## src/sv/pdrf_pkg.sv

```systemverilog
// ----------------------------------------------------------------------------
// pdrf_pkg: shared types and codes of the report filter
// Payload structs, per-slot entry layout, policy/reason codes, FSM states.
// ----------------------------------------------------------------------------
package pdrf_pkg;

  // Default number of slots.
  localparam int unsigned SlotCountDef = 16;

  // Item function codes.
  localparam logic FUNC_LOAD   = 1'b0;
  localparam logic FUNC_SAMPLE = 1'b1;

  // Policy codes.
  localparam logic [1:0] POL_PERIODIC  = 2'd0;
  localparam logic [1:0] POL_ON_CHANGE = 2'd1;
  localparam logic [1:0] POL_MIXED     = 2'd2;

  // Report reasons.
  localparam logic [1:0] REASON_FIRST  = 2'd0;
  localparam logic [1:0] REASON_CHANGE = 2'd1;
  localparam logic [1:0] REASON_PERIOD = 2'd2;

  // Input item.
  typedef struct packed {
    logic               func;
    logic [3:0]         slot;
    logic signed [31:0] sample_value;
    logic [31:0]        now_sec;
    logic [1:0]         policy_in;
    logic [15:0]        interval_in;
    logic [30:0]        deadband_in;
    logic [30:0]        step_in;
  } pdrf_in_t;

  // Result item.
  typedef struct packed {
    logic [3:0]         slot_out;
    logic signed [31:0] reported_value;
    logic [1:0]         reason;
    logic [1:0]         policy_out;
    logic [31:0]        change_amount;
  } pdrf_out_t;

  // One slot of the settings and history memory.
  typedef struct packed {
    logic [1:0]         policy;
    logic [15:0]        interval;
    logic [30:0]        deadband;
    logic [30:0]        step;
    logic signed [31:0] last_reported;
    logic [31:0]        last_period_time;
  } pdrf_entry_t;

  // Sequencer states.
  typedef enum logic [2:0] {
    ST_IDLE,
    ST_READ,
    ST_EVAL,
    ST_DIV,
    ST_ADJ,
    ST_ROUND,
    ST_FINISH
  } pdrf_state_e;

endpackage

```

## src/sv/pdrf_if.sv

```systemverilog
// ----------------------------------------------------------------------------
// pdrf_in_if / pdrf_out_if: valid/ready channels of the report filter
// A transfer happens at a rising edge with valid and ready both high.
// ----------------------------------------------------------------------------
interface pdrf_in_if
  import pdrf_pkg::*;
();
  logic     valid;
  logic     ready;
  pdrf_in_t payload;

  modport source (output valid, output payload, input ready);
  modport sink   (input valid, input payload, output ready);
endinterface

interface pdrf_out_if
  import pdrf_pkg::*;
();
  logic      valid;
  logic      ready;
  pdrf_out_t payload;

  modport source (output valid, output payload, input ready);
  modport sink   (input valid, input payload, output ready);
endinterface

```

## src/sv/periodic_deadband_report_filter.sv

```systemverilog
// ----------------------------------------------------------------------------
// periodic_deadband_report_filter: per-slot report-by-exception filter
// Decides per sample whether a slot reports, rounds the reported value to the
// slot's step and keeps the slot's last report and period reference.
// ----------------------------------------------------------------------------
// The block takes one item at a time. A load item is taken while idle and
// writes the slot in the same cycle. A sample that does not report goes
// through the memory read and the decision and back to idle. A reporting
// sample then passes the adjust, round and finish steps; with a nonzero step
// the restoring divider first finds the rounding remainder one bit per cycle.
// Results wait in an output register, so a slow sink stalls the block only
// when a second result is ready before the first has been taken. Samples
// for slots at or above SLOT_COUNT, and slots loaded with policy code 3,
// never report. A slot must be loaded before it is sampled.
// ----------------------------------------------------------------------------
module periodic_deadband_report_filter
  import pdrf_pkg::*;
#(
  parameter int unsigned SLOT_COUNT = SlotCountDef
) (
  input  logic              clk_i,
  input  logic              rst_ni,
  pdrf_in_if.sink           in_i,
  pdrf_out_if.source        out_o
);

  localparam int unsigned IdxW  = (SLOT_COUNT > 1) ? $clog2(SLOT_COUNT) : 1;
  localparam int unsigned SlotW = 4;
  localparam int unsigned ExtW  = SlotW + IdxW;

  // Sequencer state.
  pdrf_state_e state_q, state_d;

  // Item and slot data.
  pdrf_in_t           item_q;
  logic [IdxW-1:0]    idx_q;
  pdrf_entry_t        entry_q;
  pdrf_entry_t        mem [SLOT_COUNT];
  logic [SLOT_COUNT-1:0] has_rep_q;
  logic [SLOT_COUNT-1:0] has_per_q;

  // Rounding datapath.
  logic [31:0] mag_q;
  logic        neg_q;
  logic [31:0] dvd_q;
  logic [31:0] rem_q;
  logic [4:0]  cnt_q;
  logic [31:0] base_q;
  logic        up_q;
  logic signed [31:0] rounded_q;
  logic [1:0]  reason_q;
  logic [31:0] change_q;

  // Output register.
  logic      out_valid_q;
  pdrf_out_t out_q;

  // Control outputs of the sequencer.
  logic in_ready;
  logic in_xfer;
  logic finish_go;

  // Slot index decode of the incoming item.
  logic [ExtW-1:0] slot_ext;
  logic [IdxW-1:0] in_idx;
  logic            in_slot_ok;

  assign slot_ext   = {{IdxW{1'b0}}, in_i.payload.slot};
  assign in_idx     = slot_ext[IdxW-1:0];
  assign in_slot_ok = slot_ext < ExtW'(SLOT_COUNT);
  assign in_xfer    = in_i.valid && in_ready;

  // Decision logic, evaluated on the registered memory entry.
  logic               hr;
  logic               hp;
  logic signed [32:0] diff;
  logic [32:0]        diff_abs;
  logic [31:0]        change;
  logic [31:0]        elapsed;
  logic               period_due;
  logic               db_nz;
  logic               chg_ge;
  logic               report;
  logic [1:0]         reason;

  always_comb begin
    hr         = has_rep_q[idx_q];
    hp         = has_per_q[idx_q];
    diff       = {item_q.sample_value[31], item_q.sample_value}
               - {entry_q.last_reported[31], entry_q.last_reported};
    diff_abs   = diff[32] ? 33'(-diff) : 33'(diff);
    change     = hr ? diff_abs[31:0] : 32'd0;
    elapsed    = item_q.now_sec - entry_q.last_period_time;
    period_due = !hp || (elapsed >= {16'd0, entry_q.interval});
    db_nz      = entry_q.deadband != 31'd0;
    chg_ge     = change >= {1'b0, entry_q.deadband};
    report     = 1'b0;
    reason     = REASON_FIRST;
    case (entry_q.policy)
      POL_PERIODIC: begin
        if (period_due) begin
          report = 1'b1;
          reason = REASON_PERIOD;
        end
      end
      POL_ON_CHANGE: begin
        if (!hr) begin
          report = 1'b1;
          reason = REASON_FIRST;
        end else if (db_nz ? chg_ge : (change > 32'd1)) begin
          report = 1'b1;
          reason = REASON_CHANGE;
        end
      end
      POL_MIXED: begin
        if (hr && db_nz && chg_ge) begin
          report = 1'b1;
          reason = REASON_CHANGE;
        end else if (period_due) begin
          report = 1'b1;
          reason = REASON_PERIOD;
        end
      end
      default: begin
        report = 1'b0;
      end
    endcase
  end

  // Shared divider step: shift in one dividend bit, subtract the step if it fits.
  logic [31:0] rem_sh;
  logic        rem_ge;
  logic [31:0] rem_nx;

  always_comb begin
    rem_sh = {rem_q[30:0], dvd_q[31]};
    rem_ge = rem_sh >= {1'b0, entry_q.step};
    rem_nx = rem_ge ? (rem_sh - {1'b0, entry_q.step}) : rem_sh;
  end

  // Final rounding add and saturation.
  logic [32:0] res;
  logic [31:0] sat;

  always_comb begin
    res = {1'b0, base_q} + (up_q ? {2'b00, entry_q.step} : 33'd0);
    if (neg_q) begin
      sat = (res > 33'h080000000) ? 32'h80000000 : (~res[31:0] + 32'd1);
    end else begin
      sat = (res > 33'h07FFFFFFF) ? 32'h7FFFFFFF : res[31:0];
    end
  end

  // Next-state logic.
  always_comb begin
    state_d = state_q;
    case (state_q)
      ST_IDLE: begin
        if (in_xfer && in_slot_ok && (in_i.payload.func == FUNC_SAMPLE)) begin
          state_d = ST_READ;
        end
      end
      ST_READ: begin
        state_d = ST_EVAL;
      end
      ST_EVAL: begin
        if (!report) begin
          state_d = ST_IDLE;
        end else if (entry_q.step == 31'd0) begin
          state_d = ST_ADJ;
        end else begin
          state_d = ST_DIV;
        end
      end
      ST_DIV: begin
        if (cnt_q == 5'd31) begin
          state_d = ST_ADJ;
        end
      end
      ST_ADJ: begin
        state_d = ST_ROUND;
      end
      ST_ROUND: begin
        state_d = ST_FINISH;
      end
      ST_FINISH: begin
        if (finish_go) begin
          state_d = ST_IDLE;
        end
      end
      default: begin
        state_d = ST_IDLE;
      end
    endcase
  end

  // Sequencer outputs.
  always_comb begin
    in_ready  = 1'b0;
    finish_go = 1'b0;
    case (state_q)
      ST_IDLE:   in_ready  = 1'b1;
      ST_FINISH: finish_go = !out_valid_q || out_o.ready;
      default: begin
        in_ready  = 1'b0;
        finish_go = 1'b0;
      end
    endcase
  end

  always_ff @(posedge clk_i or negedge rst_ni) begin
    if (!rst_ni) begin
      state_q <= ST_IDLE;
    end else begin
      state_q <= state_d;
    end
  end

  // Settings and history memory: load writes in idle, a report writes at finish.
  logic            mem_we;
  logic [IdxW-1:0] mem_waddr;
  pdrf_entry_t     mem_wdata;
  logic            load_we;

  always_comb begin
    load_we   = in_xfer && in_slot_ok && (in_i.payload.func == FUNC_LOAD);
    mem_we    = load_we || finish_go;
    mem_waddr = load_we ? in_idx : idx_q;
    if (load_we) begin
      mem_wdata.policy           = in_i.payload.policy_in;
      mem_wdata.interval         = in_i.payload.interval_in;
      mem_wdata.deadband         = in_i.payload.deadband_in;
      mem_wdata.step             = in_i.payload.step_in;
      mem_wdata.last_reported    = 32'sd0;
      mem_wdata.last_period_time = 32'd0;
    end else begin
      mem_wdata                  = entry_q;
      mem_wdata.last_reported    = rounded_q;
      mem_wdata.last_period_time = item_q.now_sec;
    end
  end

  always_ff @(posedge clk_i) begin
    if (mem_we) begin
      mem[mem_waddr] <= mem_wdata;
    end
    if (state_q == ST_READ) begin
      entry_q <= mem[idx_q];
    end
  end

  // Per-slot history flags.
  always_ff @(posedge clk_i or negedge rst_ni) begin
    if (!rst_ni) begin
      has_rep_q <= '0;
      has_per_q <= '0;
    end else if (load_we) begin
      has_rep_q[in_idx] <= 1'b0;
      has_per_q[in_idx] <= 1'b0;
    end else if (finish_go) begin
      has_rep_q[idx_q] <= 1'b1;
      if (entry_q.policy != POL_ON_CHANGE) begin
        has_per_q[idx_q] <= 1'b1;
      end
    end
  end

  // Datapath registers, stepped by the sequencer.
  always_ff @(posedge clk_i) begin
    case (state_q)
      ST_IDLE: begin
        if (in_xfer) begin
          item_q <= in_i.payload;
          idx_q  <= in_idx;
        end
      end
      ST_EVAL: begin
        reason_q <= reason;
        change_q <= change;
        neg_q    <= item_q.sample_value[31];
        mag_q    <= item_q.sample_value[31] ? (~item_q.sample_value + 32'd1)
                                            : item_q.sample_value;
        dvd_q    <= item_q.sample_value[31] ? (~item_q.sample_value + 32'd1)
                                            : item_q.sample_value;
        rem_q    <= 32'd0;
        cnt_q    <= 5'd0;
      end
      ST_DIV: begin
        rem_q <= rem_nx;
        dvd_q <= {dvd_q[30:0], 1'b0};
        cnt_q <= cnt_q + 5'd1;
      end
      ST_ADJ: begin
        base_q <= mag_q - rem_q;
        up_q   <= {rem_q, 1'b0} >= {2'b00, entry_q.step};
      end
      ST_ROUND: begin
        rounded_q <= sat;
      end
      default: begin
      end
    endcase
  end

  // Output register: filled at finish, emptied by a transfer on the sink side.
  always_ff @(posedge clk_i or negedge rst_ni) begin
    if (!rst_ni) begin
      out_valid_q <= 1'b0;
    end else if (finish_go) begin
      out_valid_q <= 1'b1;
    end else if (out_o.ready) begin
      out_valid_q <= 1'b0;
    end
  end

  always_ff @(posedge clk_i) begin
    if (finish_go) begin
      out_q.slot_out       <= item_q.slot;
      out_q.reported_value <= rounded_q;
      out_q.reason         <= reason_q;
      out_q.policy_out     <= entry_q.policy;
      out_q.change_amount  <= change_q;
    end
  end

  assign in_i.ready    = in_ready;
  assign out_o.valid   = out_valid_q;
  assign out_o.payload = out_q;

endmodule

```

## src/flat_wrapper.sv

```systemverilog
// flat-port wrapper written by rule: the top's interface ports become plain ports
module periodic_deadband_report_filter_flat import pdrf_pkg::*;
#(
  parameter int unsigned SLOT_COUNT = SlotCountDef
)
  (clk_i, rst_ni, in_i_valid, in_i_payload, in_i_ready, out_o_valid, out_o_payload, out_o_ready);
  pdrf_in_if in_i_i ();
  pdrf_out_if out_o_i ();
  input  logic clk_i;
  input  logic rst_ni;
  input wire logic [$bits(in_i_i.valid)-1:0] in_i_valid;
  input wire logic [$bits(in_i_i.payload)-1:0] in_i_payload;
  output wire logic [$bits(in_i_i.ready)-1:0] in_i_ready;
  output wire logic [$bits(out_o_i.valid)-1:0] out_o_valid;
  output wire logic [$bits(out_o_i.payload)-1:0] out_o_payload;
  input wire logic [$bits(out_o_i.ready)-1:0] out_o_ready;
  assign in_i_i.valid = in_i_valid;
  assign in_i_i.payload = in_i_payload;
  assign in_i_ready = in_i_i.ready;
  assign out_o_valid = out_o_i.valid;
  assign out_o_payload = out_o_i.payload;
  assign out_o_i.ready = out_o_ready;
  periodic_deadband_report_filter #(.SLOT_COUNT(SLOT_COUNT)) u_core (.clk_i(clk_i), .rst_ni(rst_ni), .in_i(in_i_i), .out_o(out_o_i));
endmodule
```

## config.mk

```make
export PLATFORM = sky130hd
export DESIGN_NAME = periodic_deadband_report_filter_flat
export DESIGN_NICKNAME = d
export VERILOG_FILES = /design/src/sv/pdrf_pkg.sv /design/src/sv/pdrf_if.sv /design/src/sv/periodic_deadband_report_filter.sv /design/src/flat_wrapper.sv
export SDC_FILE = /design/constraint.sdc
export NUM_CORES = 2
export LEC_CHECK = 0
export CAP_MARGIN = 20
export CORE_MARGIN = 4
export CORE_UTILIZATION = 30
export CTS_CLUSTER_SIZE = 25
export DETAILED_ROUTE_END_ITERATION = 8
export DONT_BUFFER_PORTS = 1
export PLACE_DENSITY_LB_ADDON = 0.08
export SYNTH_ARGS = -nofsm -noshare
export SYNTH_HDL_FRONTEND = slang
export SYNTH_SLANG_ARGS = --single-unit
export TNS_END_PERCENT = 10
```

## constraint.sdc

```tcl
create_clock -name clk_i -period 14.3 [get_ports clk_i]
set_input_delay 0 -clock clk_i [delete_from_list [all_inputs] [get_ports clk_i]]
set_output_delay 0 -clock clk_i [all_outputs]
set_load 0.02 [all_outputs]
```

-- Yosys cells after proc, flatten, opt, wreduce, memory -nomap -nowiden
Memory sizes are Yosys's and may differ from the RTL's. A register that Yosys moved wholly into a read port is not among the register bits.
Cells that the tools add are included.
- add/sub/neg operators: 9
- multipliers: 0
- div/mod/pow operators: 0
- magnitude comparators: 12
- eq/ne operators: 13
- shifts and indexed selects: 0
- multiplexer cells: 49
- bitwise gates (word level): 8
- reductions and logical operators: 24
- operator list (kind ; count):
    $mux 32 ; 7
    $mux 144 ; 1
    $pmux 32 s2 ; 2
    $mux 16 ; 5
    $add 32x1->32 const B ; 2
    $ge 32x31->1 ; 2
    $not 32->32 ; 2
    $sub 32x32->32 ; 2
    $add 32x33->33 ; 1
    $ge 33x31->1 ; 1
    $gt 33x31->1 const B ; 1
    $gt 33x32->1 const B ; 1
    $sub 32x32->33 ; 1
    $and 16x16->16 ; 2
    $ge 32x16->1 ; 1
    $gt 32x1->1 const B ; 1
    $neg 32->32 ; 1
    $or 16x16->16 ; 2
    $sub 32x31->32 ; 1
    $logic_not 31->1 ; 1
    $mux 31 ; 1
    $reduce_bool 31->1 ; 1
    $pmux 3 s7 ; 1
    $mux 1 ; 16
    28 further kinds ; 59
- register bits: 377
- bits in latches: 0
- RAM bits: 2304
- ROM bits: 0
- input port bits: 153
- output and inout bits: 74
- word-level logic and storage cells: 138
- memories kept: 1
- memory list (memory ; depth ; bits a word ; read ports ; clocked after memory_dff ; wr ports ; RTL line ; text):
    u_core.mem ; 16 ; 144 ; 1 ; 1 ; 1 ; periodic_deadband_report_filter.sv:38 ; pdrf_entry_t mem [SLOT_COUNT];

-- Longest topological paths before layout
- word-level depth: 11
- mapped depth: 30
- gate-level depth less buffers: 26

-- Worst setup path after synthesis
Ideal clock, no wire load.
- kind: flip-flop to flip-flop
- start: register u_core.state_q[0]
- end: register, netlist name u_core.entry_q[0]
- library setup time: 853 ps
- data arrival time: 11055 ps
- required time: 13447 ps
- setup slack: 2392 ps
- stages on the path, launching flop included: 3
- buffers on the path: 1
- period minus slack after synthesis: 11908 ps
- cells stage by stage: dfrtp_1 > clkbuf_1 > nor3b_1
- word-level cells in the longest chain between the ends: 1
- RTL lines (what ; RTL line ; text):
    start: declaration ; periodic_deadband_report_filter.sv:32 ; pdrf_state_e state_q, state_d;
    start signal: assignment ; periodic_deadband_report_filter.sv:215 ; state_q <= state_d;
    $eq 3x1->1 ; periodic_deadband_report_filter.sv:247 ; if (state_q == ST_READ) begin
No other way between the ends.
A chain may end at the register's enable or synchronous reset.

-- Worst setup path after layout
- start: register u_core.item_q[112] (netlist name)
- end: register u_core.state_q[2]
- word-level cells in the longest chain between the ends: 11
- elaborated cells between the ends (all ways): 14
- classes of those cells: add/sub (2); order compare (2); mux (9); reduce/logical (1)
- RTL lines (what ; RTL line ; text):
    start: declaration ; periodic_deadband_report_filter.sv:35 ; pdrf_in_t item_q;
    start signal: assignment ; periodic_deadband_report_filter.sv:273 ; item_q <= in_i.payload;
    $sub 32x32->33 (*) ; periodic_deadband_report_filter.sv:90 ; - {entry_q.last_reported[31], entry_q.last_reported};
    $neg 32->32 ; periodic_deadband_report_filter.sv:91 ; diff_abs = diff[32] ? 33'(-diff) : 33'(diff);
    $mux 32 (*) ; periodic_deadband_report_filter.sv:91 ;
    $mux 32 (*) ; periodic_deadband_report_filter.sv:92 ; change = hr ? diff_abs[31:0] : 32'd0;
    named net u_core.change[25] ; periodic_deadband_report_filter.sv:78 ; logic [31:0] change;
    $gt 32x1->1 or $ge 32x31->1 (tied branches) ; periodic_deadband_report_filter.sv:110, periodic_deadband_report_filter.sv:96 ;
    $mux 1 (2 in series) ; periodic_deadband_report_filter.sv:110 ; end else if (db_nz ? chg_ge : (change > 32'd1)) begin
    $mux 1 ; periodic_deadband_report_filter.sv:107 ; if (!hr) begin
    $pmux 1 s3 (*) ; periodic_deadband_report_filter.sv:99 ; case (entry_q.policy)
    $mux 3 (*) ; periodic_deadband_report_filter.sv:167 ; if (!report) begin
    $pmux 3 s7 (*) ; periodic_deadband_report_filter.sv:157 ; case (state_q)
The timed path passes the listed nets; every way through them passes the cells marked *.

==> out/results.ini <==
[run_status]
outcome = complete, no violations

[floorplan]
core_area_sq_um = 393000
start_util_pct = 30.2
fp.dieArea_sq_um = 406000
die_x_um = 637
num_rows = 230
dieHeight_um = 637
io_pins = 227

[synthesis]
synth_nets = 6794
yosysTopAreaCell = edfxtp_1
synth_top_flop_cell = edfxtp_1
synth_common_cells = edfxtp_1, mux4_2, nor2_1
postSynthAreaPerCell_sq_um = 18.5
synthCells = 6427
synth_top_cell_area_share_pct = 70.6
yosys_register_bits = 2825
synth_edf_count = 2789
ys_seq_area_share_pct = 71.3
netlist_area_sq_um = 119000
yosys_warnings = 0
async_flop_share_pct = 1.27
synth.most_common_cell = edfxtp_1
synthTopCellsByArea = edfxtp_1, mux4_2, ha_1
synth_cell_types = 115

[placed_design]
detailed_place.area_sq_um = 126000
place.gp.congestion = 0.823
hpwl_um = 226000
port-buffer-count = 0

[clock_tree]
clock_latency_ps = 940
cts.clk_slew.worst_paths_ps = 60
clockBufferDepth = 4
cts_tree = yes
cts_root_buffer = clkbuf_16
numClockSinks = 2825
cts_buffers = 333
htreeDepth = 5

[finish]
nets = 7290
fin_util_pct = 35.3
syn_to_final_growth_pct = 17.0
stdcell_area_sq_um = 139000
drive_above_1_share_pct = 20.5

[critical_path]
cp-start-kind = flip-flop
crit_type = reg -> reg
cp_top_family = compound AO/OA/AOI/OAI gates
regToRegSetupSlack_ps = 7400
cp-end-kind = flip-flop
crit_fanout = 7
regToRegEndpoint = u_core.state_q[2]$_DFFE_PN0P_
r2r_cells = 23
critPathSlowestCell = xnor2_1
worstPathRequired_ps = 15160
arrival_ps = 7760
path_buf_inv = 2
slowest_delay_ps = 700
timing.rr.start = u_core.item_q[112]$_DFFE_PP_
crit_chain = inv_1 -> ha_1 -> inv_1 -> fa_1 -> a211oi_4 -> o21ai_0 -> o211ai_2 -> a31oi_1 -> xnor2_1 -> nand4bb_1 -> or2_4 -> o41ai_1 -> xor2_1 -> nor2_1 -> ha_1 -> nand3_1 -> nor3_1 -> o211ai_1 -> o21ai_0 -> nor3b_1 -> a221o_2 -> or4_1 -> nand3_1

[timing]
tns_ps = 0
worstMarginPinSlew_ps = 1130
relSlewSlack_pct = 24.7
period_share_pct = 48.3
fin_skew_ps = 76.0
min_period_ps = 6900
slew_violations = 0
rsz0062_at_grt = no
setup_viol = 0
max_freq_mhz = 145
hold_viol = 0
worst_hold_slack_ps = 98.2

[grt]
grt_max_degree = 94
track_usage_pct = 18.4
overflow = 0
antenna_found_initial = 47
grt_pass1_wl_um = 531000
grt_pass1_vias = 65500

[pwr]
pwr_density_cell_nw_per_um2 = 175
leakagePower_nw = 45.1
ir_drop_uv = 120

[detailed_routing]
wl_per_cell_um = 30.7
drtPass1Iterations = 7
drc_errors = 0
ant_nets = 0
route.vias.total = 62900
wl_um = 382000
via_per_inst = 5.06
drt_iter0_drc = 5119

[run]
max_cap_viol_count = 0

[worst_hold_path]
worstHoldPathCells = 4
hold_class = in -> reg
hp-start = in_i_payload[24]
hold_end = u_core.mem[11][88]$_DFFE_PP_

worst min-delay path, cell delays in order:
cell and delay [ps]:
dlygate4sd3_1 520, nand2_1 70, o21ai_0 80, buf_4 190
logic make-up after synthesis:
group	share of synthesized area (%)
mux	14.1
fa+ha+maj	2.29
xor+xnor	1.58
simple gates	4.69
compound gates	4.25
flops	71.3
buf+inv	1.73
flip-flops by register name, indices dropped and copies added, names as in the netlist:
register and count:
u_core.base_q 32, u_core.change_q 32, u_core.cnt_q 5, u_core.dvd_q 32, u_core.entry_q 144, u_core.has_per_q 16
u_core.has_rep_q 16, u_core.item_q 68, u_core.mag_q 32, u_core.mem 2304, u_core.neg_q 1, u_core.out_o.payload 72
u_core.out_o.valid 1, u_core.reason_q 2, u_core.rem_q 32, u_core.rounded_q 32, u_core.state_q 3, u_core.up_q 1
timing repair:
item / in CTS / in global routing
setup endpoints to repair: 0 / 0
resized for setup: 0 / 0
buffers inserted: 0 / 0
hold endpoints to repair: 1461 / 16
hold buffers: 241 / 1
cell usage in the layout, fill, tap and decap left out, types with 36 or more instances in the layout:
master / count
a21o_1: 69
dfrtp_1: 36
mux4_2: 728
xor2_1: 74
xnor2_1: 138
a211oi_1: 44
nand2_1: 292
clkbuf_1: 68
nor3_1: 80
o21a_1: 39
a21oi_1: 163
dlygate4sd3_1: 240
clkbuf_16: 336
nand3_1: 65
and2_1: 108
buf_4: 162
o21ai_0: 195
edfxtp_1: 2789
nor4_1: 37
inv_1: 244
clkinv_1: 77
nor2_1: 293
clkinv_2: 46
ha_1: 209
metal layers:
metal	routed length [um]	vias up	global-route usage [%]
li1	-	27100	-
met1	163000	33900	24.2
met2	196000	1425	32.7
met3	13400	483	1.95
met4	9290	4	4.24
met5	27	-	0
cell type report:
type	instances	area [sq um]
Timing Repair Buffer	431	4200
Inverter	246	925
Fill cell	37000	254000
Tap cell	5220	6530
Antenna cell	20	50.0
Clock buffer	406	8690
Sequential cell	2825	84700
Multi-Input combinational cell	3086	32200
Clock inverter	183	1650
report_power, final:
part	switching (W)	total (W)	internal (W)	leakage, nW
clock	0.00346	0.00820	0.00474	5.04
combinational	0.00361	0.00563	0.00201	14.3
sequential	0.000327	0.0105	0.0102	25.8
total	0.00741	0.0243	0.0169	45.1
worst max path at each step:
stage | start | end | slack [ps] | depth (start not counted)
after floorplan | u_core.state_q[0]$_DFFE_PN0P_ | u_core.entry_q[0]$_DFFE_PP_ | 2390 | 2
after global placement | u_core.item_q[112]$_DFFE_PP_ | u_core.state_q[2]$_DFFE_PN0P_ | 7630 | 26
after detailed placement | u_core.item_q[112]$_DFFE_PP_ | u_core.state_q[2]$_DFFE_PN0P_ | 7540 | 23
after CTS | u_core.item_q[112]$_DFFE_PP_ | u_core.state_q[2]$_DFFE_PN0P_ | 7530 | 23
after global routing | u_core.item_q[112]$_DFFE_PP_ | u_core.state_q[2]$_DFFE_PN0P_ | 6890 | 23
final | u_core.item_q[112]$_DFFE_PP_ | u_core.state_q[2]$_DFFE_PN0P_ | 7400 | 23
through the flow:
step | setup WS (ps) | instances | power, W
6_report | 7400 | 12400 | 0.0243
3_3_place_gp | 7630 | 11600 | 0.0163
3_5_place_dp | 7540 | 11600 | 0.0163
4_1_cts | 7530 | 12400 | 0.0247
2_1_floorplan | 2390 | 6427 | 0.0143
5_1_grt | 6890 | 12400 | 0.0255
Power figures use the tool's default switching activity.
